==> config.mk <==
export PLATFORM = sky130hd
export DESIGN_NAME = midi_track_event_parser
export DESIGN_NICKNAME = d
export VERILOG_FILES = /design/src/hdl/mte_pkg.sv /design/src/hdl/midi_track_event_parser.sv /design/src/hdl/mte_step.sv
export SDC_FILE = /design/constraint.sdc
export NUM_CORES = 1
export LEC_CHECK = 0
export ABC_AREA = 0
export BUFFER_PORTS_ARGS = -buffer_cell sky130_fd_sc_hd__buf_2
export CAP_MARGIN = 20
export CORE_MARGIN = 8
export CORE_UTILIZATION = 40
export CTS_CLUSTER_SIZE = 28
export DETAILED_ROUTE_END_ITERATION = 10
export SETUP_SLACK_MARGIN = 0.02
export SLEW_MARGIN = 20
export SYNTH_ARGS = -nofsm -noshare
export SYNTH_HDL_FRONTEND = slang
export SYNTH_SLANG_ARGS = --single-unit
==> constraint.sdc <==
create_clock -name clk -period 21.5 [get_ports clk]
set_input_delay 3.225 -clock clk [delete_from_list [all_inputs] [get_ports clk]]
set_output_delay 3.225 -clock clk [all_outputs]
set_load 0.01 [all_outputs]
==> src/hdl/mte_pkg.sv <==
// shared types and codes for the midi track event parser
// no dependencies; used by mte_step, midi_track_event_parser and mte_checker
package mte_pkg;

  localparam int ACC_W = 28;
  localparam int CNT_W = 3;

  // event kinds
  localparam logic [2:0] KIND_CHANNEL  = 3'd0;
  localparam logic [2:0] KIND_TEMPO    = 3'd1;
  localparam logic [2:0] KIND_TIME_SIG = 3'd2;
  localparam logic [2:0] KIND_KEY_SIG  = 3'd3;
  localparam logic [2:0] KIND_END      = 3'd4;
  localparam logic [2:0] KIND_ERROR    = 3'd5;

  // error codes
  localparam logic [1:0] ERR_NONE       = 2'd0;
  localparam logic [1:0] ERR_NO_RUNNING = 2'd1;
  localparam logic [1:0] ERR_SYSTEM     = 2'd2;

  // bit n set when status class n (status[6:4]) takes two data bytes
  localparam logic [7:0] TWO_DATA_TAB = 8'b1100_1111;

  typedef struct packed {
    logic [3:0]       phase;
    logic [ACC_W-1:0] delta_accum;
    logic [CNT_W-1:0] varlen_count;
    logic [7:0]       running_status;
    logic [7:0]       event_status;
    logic [6:0]       first_data;
    logic [7:0]       meta_kind;
    logic [ACC_W-1:0] bytes_left;
    logic [31:0]      payload_shift;
    logic [CNT_W-1:0] payload_count;
    logic             seen_time_sig;
    logic             seen_key_sig;
  } mte_state_t;

  typedef struct packed {
    logic             valid;
    logic [2:0]       kind;
    logic [ACC_W-1:0] delta_ticks;
    logic [7:0]       status;
    logic [6:0]       data_one;
    logic [6:0]       data_two;
    logic [23:0]      tempo_us;
    logic [31:0]      sig_word;
    logic [1:0]       error_code;
  } mte_result_t;

endpackage

==> src/hdl/midi_track_event_parser.sv <==
// top level of the midi track event parser: byte register, parser state,
// event register; depends on mte_pkg and mte_step
//
// Takes the data bytes of MIDI track chunks one word per cycle and emits
// decoded events: channel messages with running status applied, set tempo
// every time, the first time and key signature since reset, end of track,
// and a single error word after which every byte is swallowed until reset.
// Delta times and lengths are variable-length numbers of at most
// MAX_VARLEN_BYTES bytes. One byte is parsed per cycle: an incoming byte is
// held in a byte register and, in the cycle it is parsed, the state update
// and the event word are computed by one pass of the step logic into the
// parser state and the event register. A byte's event word thus passes
// through the byte and event registers, and bytes stream at one per cycle as
// long as the event side keeps up; a stalled event holds the byte register,
// and byte_stall follows in the same cycle.
module midi_track_event_parser #(
  parameter int MAX_VARLEN_BYTES = 4
) (
  input  logic        clk,
  input  logic        rst,
  // byte channel
  input  logic        byte_valid,
  output logic        byte_stall,
  input  logic [7:0]  track_byte,
  // event channel
  output logic        event_valid,
  input  logic        event_stall,
  output logic [2:0]  kind,
  output logic [27:0] delta_ticks,
  output logic [7:0]  status,
  output logic [6:0]  data_one,
  output logic [6:0]  data_two,
  output logic [23:0] tempo_us,
  output logic [31:0] sig_word,
  output logic [1:0]  error_code
);

  // byte register
  logic                 byte_full;
  logic [7:0]           byte_q;
  // parser state and step outputs
  mte_pkg::mte_state_t  state;
  mte_pkg::mte_state_t  state_next;
  mte_pkg::mte_result_t result;
  logic                 advance;
  logic                 byte_take;

  // parse the held byte when the event register is empty or being drained
  assign advance    = byte_full && (!event_valid || !event_stall);
  assign byte_stall = byte_full && !advance;
  assign byte_take  = byte_valid && !byte_stall;

  mte_step #(
    .MAX_VARLEN_BYTES(MAX_VARLEN_BYTES)
  ) u_step (
    .state      (state),
    .track_byte (byte_q),
    .state_next (state_next),
    .result     (result)
  );

  // byte register: refilled in the same cycle it is parsed
  always_ff @(posedge clk) begin
    if (rst) begin
      byte_full <= 1'b0;
    end else if (byte_take) begin
      byte_full <= 1'b1;
    end else if (advance) begin
      byte_full <= 1'b0;
    end
  end

  always_ff @(posedge clk) begin
    if (byte_take) begin
      byte_q <= track_byte;
    end
  end

  // parser state: every field clears on reset
  always_ff @(posedge clk) begin
    if (rst) begin
      state <= '0;
    end else if (advance) begin
      state <= state_next;
    end
  end

  // event register
  always_ff @(posedge clk) begin
    if (rst) begin
      event_valid <= 1'b0;
    end else if (advance && result.valid) begin
      event_valid <= 1'b1;
    end else if (!event_stall) begin
      event_valid <= 1'b0;
    end
  end

  always_ff @(posedge clk) begin
    if (advance && result.valid) begin
      kind        <= result.kind;
      delta_ticks <= result.delta_ticks;
      status      <= result.status;
      data_one    <= result.data_one;
      data_two    <= result.data_two;
      tempo_us    <= result.tempo_us;
      sig_word    <= result.sig_word;
      error_code  <= result.error_code;
    end
  end

endmodule

==> src/hdl/mte_step.sv <==
// one parse step: parser state and one track byte give the next state and
// at most one event word; depends on mte_pkg
module mte_step #(
  parameter int MAX_VARLEN_BYTES = 4
) (
  input  mte_pkg::mte_state_t  state,
  input  logic [7:0]           track_byte,
  output mte_pkg::mte_state_t  state_next,
  output mte_pkg::mte_result_t result
);

  localparam logic [3:0] PH_DELTA      = 4'd0;
  localparam logic [3:0] PH_STATUS     = 4'd1;
  localparam logic [3:0] PH_DATA1      = 4'd2;
  localparam logic [3:0] PH_DATA2      = 4'd3;
  localparam logic [3:0] PH_META_TYPE  = 4'd4;
  localparam logic [3:0] PH_META_LEN   = 4'd5;
  localparam logic [3:0] PH_META_DATA  = 4'd6;
  localparam logic [3:0] PH_SYSEX_LEN  = 4'd7;
  localparam logic [3:0] PH_SYSEX_DATA = 4'd8;
  localparam logic [3:0] PH_HALT       = 4'd9;

  localparam logic [7:0] ST_META    = 8'hff;
  localparam logic [7:0] ST_SYSEX   = 8'hf0;
  localparam logic [7:0] ST_ESCAPE  = 8'hf7;
  localparam logic [7:0] META_END   = 8'h2f;
  localparam logic [7:0] META_TEMPO = 8'h51;
  localparam logic [7:0] META_TIME  = 8'h58;
  localparam logic [7:0] META_KEY   = 8'h59;

  localparam logic [mte_pkg::CNT_W-1:0] MAX_CNT = mte_pkg::CNT_W'(MAX_VARLEN_BYTES);

  logic [mte_pkg::ACC_W-1:0] delta_shifted;
  logic [mte_pkg::ACC_W-1:0] len_shifted;
  logic [mte_pkg::CNT_W-1:0] cnt_inc;
  logic                      vl_done;
  logic                      two_data;
  logic                      two_data_run;
  logic [31:0]               shift_new;
  logic [mte_pkg::ACC_W-1:0] left_dec;
  logic                      finish;
  logic                      channel;
  logic [6:0]                second;
  logic                      restart;

  assign delta_shifted = {state.delta_accum[mte_pkg::ACC_W-8:0], track_byte[6:0]};
  assign len_shifted   = {state.bytes_left[mte_pkg::ACC_W-8:0], track_byte[6:0]};
  assign cnt_inc       = state.varlen_count + 1'b1;
  assign vl_done       = !track_byte[7] || (cnt_inc >= MAX_CNT);
  assign two_data      = mte_pkg::TWO_DATA_TAB[state.event_status[6:4]];
  assign two_data_run  = mte_pkg::TWO_DATA_TAB[state.running_status[6:4]];
  assign left_dec      = state.bytes_left - 1'b1;

  // meta payload insertion: tempo big endian, signatures first byte lowest
  always_comb begin
    shift_new = state.payload_shift;
    if (state.meta_kind == META_TEMPO) begin
      case (state.payload_count)
        3'd0:    shift_new[23:16] = shift_new[23:16] | track_byte;
        3'd1:    shift_new[15:8]  = shift_new[15:8]  | track_byte;
        3'd2:    shift_new[7:0]   = shift_new[7:0]   | track_byte;
        default: shift_new = state.payload_shift;
      endcase
    end else begin
      case (state.payload_count)
        3'd0:    shift_new[7:0]   = shift_new[7:0]   | track_byte;
        3'd1:    shift_new[15:8]  = shift_new[15:8]  | track_byte;
        3'd2:    shift_new[23:16] = shift_new[23:16] | track_byte;
        3'd3:    shift_new[31:24] = shift_new[31:24] | track_byte;
        default: shift_new = state.payload_shift;
      endcase
    end
  end

  always_comb begin
    state_next = state;
    result     = '0;
    finish     = 1'b0;
    channel    = 1'b0;
    second     = 7'd0;
    restart    = 1'b0;
    result.delta_ticks = state.delta_accum;

    case (state.phase)
      PH_DELTA: begin
        state_next.delta_accum  = delta_shifted;
        state_next.varlen_count = cnt_inc;
        if (vl_done) state_next.phase = PH_STATUS;
      end
      PH_STATUS: begin
        if (track_byte == ST_META) begin
          state_next.running_status = 8'd0;
          state_next.phase          = PH_META_TYPE;
        end else if (track_byte == ST_SYSEX || track_byte == ST_ESCAPE) begin
          state_next.running_status = 8'd0;
          state_next.bytes_left     = '0;
          state_next.varlen_count   = '0;
          state_next.phase          = PH_SYSEX_LEN;
        end else if (track_byte[7:4] == 4'hf) begin
          result.valid      = 1'b1;
          result.kind       = mte_pkg::KIND_ERROR;
          result.error_code = mte_pkg::ERR_SYSTEM;
          state_next.phase  = PH_HALT;
        end else if (track_byte[7]) begin
          state_next.running_status = track_byte;
          state_next.event_status   = track_byte;
          state_next.phase          = PH_DATA1;
        end else if (state.running_status == 8'd0) begin
          result.valid      = 1'b1;
          result.kind       = mte_pkg::KIND_ERROR;
          result.error_code = mte_pkg::ERR_NO_RUNNING;
          state_next.phase  = PH_HALT;
        end else begin
          state_next.event_status = state.running_status;
          state_next.first_data   = track_byte[6:0];
          if (two_data_run) state_next.phase = PH_DATA2;
          else channel = 1'b1;
        end
      end
      PH_DATA1: begin
        state_next.first_data = track_byte[6:0];
        if (two_data) state_next.phase = PH_DATA2;
        else channel = 1'b1;
      end
      PH_DATA2: begin
        channel = 1'b1;
        second  = track_byte[6:0];
      end
      PH_META_TYPE: begin
        state_next.meta_kind     = track_byte;
        state_next.bytes_left    = '0;
        state_next.varlen_count  = '0;
        state_next.payload_shift = 32'd0;
        state_next.payload_count = '0;
        state_next.phase         = PH_META_LEN;
      end
      PH_META_LEN: begin
        state_next.bytes_left   = len_shifted;
        state_next.varlen_count = cnt_inc;
        if (vl_done) begin
          if (len_shifted == '0) finish = 1'b1;
          else state_next.phase = PH_META_DATA;
        end
      end
      PH_META_DATA: begin
        state_next.payload_shift = shift_new;
        if (state.payload_count < 3'd4) state_next.payload_count = state.payload_count + 1'b1;
        state_next.bytes_left = left_dec;
        if (left_dec == '0) finish = 1'b1;
      end
      PH_SYSEX_LEN: begin
        state_next.bytes_left   = len_shifted;
        state_next.varlen_count = cnt_inc;
        if (vl_done) begin
          if (len_shifted == '0) restart = 1'b1;
          else state_next.phase = PH_SYSEX_DATA;
        end
      end
      PH_SYSEX_DATA: begin
        state_next.bytes_left = left_dec;
        if (left_dec == '0) restart = 1'b1;
      end
      default: begin
        state_next = state;
      end
    endcase

    // channel message complete
    if (channel) begin
      result.valid    = 1'b1;
      result.kind     = mte_pkg::KIND_CHANNEL;
      result.status   = state_next.event_status;
      result.data_one = state_next.first_data;
      result.data_two = second;
      restart         = 1'b1;
    end

    // meta event complete, report the kinds we keep
    if (finish) begin
      restart = 1'b1;
      case (state.meta_kind)
        META_END: begin
          state_next.running_status = 8'd0;
          result.valid = 1'b1;
          result.kind  = mte_pkg::KIND_END;
        end
        META_TEMPO: begin
          result.valid    = 1'b1;
          result.kind     = mte_pkg::KIND_TEMPO;
          result.tempo_us = state_next.payload_shift[23:0];
        end
        META_TIME: begin
          if (!state.seen_time_sig) begin
            state_next.seen_time_sig = 1'b1;
            result.valid    = 1'b1;
            result.kind     = mte_pkg::KIND_TIME_SIG;
            result.sig_word = state_next.payload_shift;
          end
        end
        META_KEY: begin
          if (!state.seen_key_sig) begin
            state_next.seen_key_sig = 1'b1;
            result.valid    = 1'b1;
            result.kind     = mte_pkg::KIND_KEY_SIG;
            result.sig_word = {16'd0, state_next.payload_shift[15:0]};
          end
        end
        default: begin
          result.valid = 1'b0;
        end
      endcase
    end

    if (restart) begin
      state_next.phase        = PH_DELTA;
      state_next.delta_accum  = '0;
      state_next.varlen_count = '0;
    end
  end

endmodule

# == After elaboration in Yosys (flattened, before gate mapping) ==
# Memories as Yosys holds them, arrays and structs flattened. A register that Yosys moved wholly into a read port is not among the register bits.
# Cells that the tools add are included.
# word_totals
register_bits,252
mem_bits_ro,16
inputBits,12
output_inout_bits,113
word_cells,195
memories,2
# op_classes
n_addsub,3
order_cmp,4
n_eq_ne,32
n_mux,86
bitwise_logic,5
reduce_logical,39
# memory_table
name,depth,width,rd,rd_ports_with_merged_regs,write_ports,line,rtl
(no name shown),8,1,1,1,0,mte_step.sv:50,assign two_data = mte_pkg::TWO_DATA_TAB[state.event_status[6:4]];
(no name shown),8,1,1,1,0,mte_step.sv:51,assign two_data_run = mte_pkg::TWO_DATA_TAB[state.running_status[6:4]];
# ops
operator,n
28-bit one-hot mux with 4 select lines,1
8-bit two-way mux,12
4-bit two-way mux,22
28-bit two-way mux,3
35-bit one-hot mux with 2 select lines,1
32-bit two-way mux,2
32-bit one-hot mux with 2 select lines,1
28-bit logical NOT,2
15-bit two-way mux,3
35-bit two-way mux,1
16-bit two-way mux,2
8-bit bitwise OR,4
"28-bit by 1-bit subtractor with 28-bit output, second input constant",1
"8-bit by 7-bit equality test with 1-bit output, second input constant",3
"8-bit equality test, second input constant",3
4-bit one-hot mux with 6 select lines,1
23-bit two-way mux,1
3-bit two-way mux,7
1-bit two-way mux,19
"4-bit by 3-bit equality test with 1-bit output, second input constant",4
"3-bit by 1-bit inequality test with 1-bit output, second input constant",5
7-bit one-hot mux with 2 select lines,1
3-bit one-hot mux with 4 select lines,1
"3-bit by 2-bit inequality test with 1-bit output, second input constant",3
35 further kinds,66

# == Longest topological paths before layout ==
# depth
word_depth,15
depth_mapped,13
mapped_depth_nobuf,9

# == Cells and area by module ==
# A second synthesis with hierarchy kept.
# unflattened
hier_cells,1425
hier_area_um2,13942.1
# modules_own_cells
module,instances,cells_each,area_each_um2,seq_area_each_um2
midi_track_event_parser,1,699,9505.4,6236.0
mte_step,1,726,4436.8,0.0

# == Worst setup path before layout ==
# OpenSTA, ideal clock, no wires.
# synth_path
path_type,input port to flip-flop
start,in event_stall
end,"reg data_one[0], enable pin"
setup_ns,0.582
t_arrival_ns,8.507
slack_ns,12.411
stages,4
cell_sequence,a21bo_2 > clkbuf_1 > clkbuf_1 > nor2_1
# synth_via
elab_chain_len,4
# synth_lines
item,line,rtl
from (decl),midi_track_event_parser.sv:27,"input logic event_stall,"
1-bit logical NOT,--,
1-bit logical OR,midi_track_event_parser.sv:49,assign advance = byte_full && (!event_valid || !event_stall);
1-bit logical AND,midi_track_event_parser.sv:49,
1-bit logical AND,midi_track_event_parser.sv:100,if (advance && result.valid) begin
to (signal assigned),midi_track_event_parser.sv:104,data_one <= result.data_one;
to (decl),midi_track_event_parser.sv:31,"output logic [6:0] data_one,"
# No other way between the ends.
# A chain may end at the register's enable or synchronous reset.

# == Final worst setup path ==
# layout_path
start,in event_stall
end,out byte_stall
# layout_via
elab_chain_len,5
# layout_lines
item,line,rtl
1-bit logical NOT,--,
1-bit logical OR,midi_track_event_parser.sv:49,
1-bit logical AND,midi_track_event_parser.sv:49,
1-bit logical NOT,midi_track_event_parser.sv:50,assign byte_stall = byte_full && !advance;
1-bit logical AND,midi_track_event_parser.sv:50,
to (decl),midi_track_event_parser.sv:23,"output logic byte_stall,"
# No other way between the ends.

==> impl_metrics.yaml <==
final_layout:
  fin_nets: 1283
  regArea_mm2: 0.00628
  fillerInstances: 2720
  syn_to_final_growth_pct: 15.8
  n_antenna_cell: 0
  fin_util_pct: 47.1
  multiInputGateArea_mm2: 0.00491
  layout-drive-gt1-share_pct: 17.4
  instances_no_fill: 1669
  postLayoutCellArea_mm2: 0.0136
placed_design:
  postPlaceCellArea_mm2: 0.0126
  io_buffer_count: 124
  dp_cells: 1616
  dpl.hpwl_mm: 19.8
  globalplace.congestion: 0.856
  place_ws_ns: 14.59
cts:
  post_cts_resized: 0
  cts_tree: "built"
  post_cts_buffers: 0
  clock_path_buffers: 3
  ctsHoldBuffers: 0
  h-tree-depth: 1
  cts_made_buffers: 28
  clk-insertion-delay-late_ns: 0.55
  cts-root-buf: "clkbuf_16"
  clk_pin_slew_ns: 0.06
  clock_sinks: 254
setup_path:
  arrival_ns: 3.69
  cp_cell_sequence: "buf_2 > and3_1 > buf_2"
  cp.required_ns: 18.27
  cp-end-kind: "output port"
  rr_startpoint: "state[41]"
  cp_slowest_cell: "and3_1"
  crit_fanout: 3
  cp_common_cell: "buf_2"
  max_stage_delay_ns: 0.20
  crit_path_start: "event_stall"
  crit_path_start_kind: "primary input"
  worstSetupPathType: "in2out"
die:
  core-area_mm2: 0.0288
  start_util_pct: 40.7
  num_rows: 62
  die_h_um: 187
  pin_count: 125
  die_area_mm2: 0.0350
  die_w_um: 187
global_routing:
  grt_antenna_before_repair: 0
  grt_util_met1_pct: 22.6
  grt_pass1_vias: 9151
  top_usage_layer: "met2"
  grt_use_met2_pct: 27.2
  grtUsageTotal_pct: 16.9
  grt_max_degree: 62
  grt_first_pass_wirelength_mm: 49.6
  overflow: 0
  grt.met3_usage_pct: 3.47
routing:
  wl_mm: 30.9
  vias: 9491
  drt_iter0_markers: 836
  dr.pass1.iters: 5
  via_per_inst: 5.69
  drc: 0
  wl_per_cell_um: 18.5
  ant_nets: 0
power:
  p_sw_uw: 232
  finalPower_mw: 1.04
  p_comb_share_pct: 4.5
  vdd.ir_drop.worst_mv: 0.0614
  p_int_uw: 812
  p_clk_share_pct: 46.4
  swShare_pct: 22.2
  p_seq_share_pct: 49.1
  powerDensity_mw_per_mm2: 76.9
  p_leak_nw: 4.81
logic_synthesis:
  synth_seq_cells: 254
  synth_edf_count: 119
  ys_async_sr_fraction_pct: 0
  synth_top_area_share_pct: 30.5
  syn_area_per_cell_um2: 9.82
  synth.most_common_cell: "nor2_1"
  synthTopCellsByArea: "edfxtp_1, dfxtp_1, nor2_1"
  ys_warn_count: 0
  synth_cells: 1193
  ys_seq_area_share_pct: 53.6
  ys_types: 73
  synth_commonest_cells: "nor2_1, dfxtp_1, edfxtp_1"
  ys.flop_type: "dfxtp_1"
  synth_fp_nets: 1213
  yosys.area.top_type: "edfxtp_1"
  syn_area_mm2: 0.0117
timing:
  rsz0062_at_grt: "no"
  finalHoldViolCount: 0
  slew_viol_final: 0
  fin_skew_ns: 0.0194
  fmax_mhz: 145
  slew-limit-headroom_pct: 30.6
  tightest_slew_ns: 1.04
  setup_viol: 0
  setup_tns_ns: 0
  timing.final.crit_share_pct: 32.1
  setup_slack_ns: 14.59
  holdWs_ns: 0.425
  fin_crit_ns: 6.91
flow_run:
  maxCapViolCount: 0
hold_path:
  hold_path_class: "reg2reg"
  hp-start: "state[108]"
outcome:
  status: "finished clean"
[sequential cells by signal (all words and copies together) (netlist names)]
name	count
data_one	7
byte_q	8
sig_word	32
byte_full	1
u_step.two_data_run	1
delta_ticks	28
status	8
state	131
event_valid	1
data_two	7
u_step.two_data	1
kind	3
tempo_us	24
error_code	2
[worst paths after layout]
path,endpoint,slack (ns),cells past startpoint
setup reg to reg,delta_ticks[10],16.41,9
setup / recovery,byte_stall,14.59,3
hold / removal,delta_ticks[9],0.42,0
hold reg to reg,delta_ticks[9],0.42,0
[area by class of cell]
| type | instances | area share [%] |
|---|---|---|
| Sequential cell | 254 | 46.3 |
| Clock inverter | 13 | 1.09 |
| Clock buffer | 39 | 6.00 |
| Tap cell | 384 | 3.54 |
| Inverter | 28 | 0.775 |
| Multi-Input combinational cell | 800 | 36.2 |
| Timing Repair Buffer | 151 | 6.10 |
[routing by layer]
metal	share of wire [%]	wire length (um)
met2	46	14300
met3	6.5	2020
met4	1.8	568
met1	45	14000
met5	0	0
[kinds of logic (layout without fill, tap and decap cells)]
group                      after synthesis  count (layout)  synth area share, %
and+or+nand+nor                        459             459                 19.6
AOI/OAI and AO/OA                      310             310                 19.1
DFF                                    254             254                 53.6
adders and majority gates                8               8                0.854
buffers and inverters                  139             231                 4.92
xor gates and xnor gates                 7               7                0.523
muxes                                   16              16                 1.37
[power groups by stage]
stage	registers, mW	clock network [mW]	logic (mW)
6_report	0.512	0.484	0.0470
5_1_grt	0.513	0.515	0.0506
4_1_cts	0.512	0.498	0.0468
3_5_place_dp	0.523	0	0.0466
3_3_place_gp	0.523	0	0.0465
2_1_floorplan	0.524	0	0.0282
[cells in the final DEF (no fill, tap or decap), types with 26 or more instances in the layout]
cell / Yosys / layout
edfxtp_1: 119 / 119
a22o_1: 31 / 31
buf_4: 0 / 26
inv_1: 27 / 27
dfxtp_1: 135 / 135
o21ai_0: 40 / 40
buf_2: 7 / 124
nand2_1: 96 / 96
a21oi_1: 66 / 66
a22oi_1: 41 / 41
nor2_1: 157 / 156
clkbuf_16: 0 / 30
o2111ai_1: 29 / 29
nor3_1: 39 / 39
[worst max-delay path, delay by kind of cell]
family / cells / cell delay [ns]
buf+inv: 2 / 0.26
simple gates: 1 / 0.20
Power figures use the tool's default switching activity.
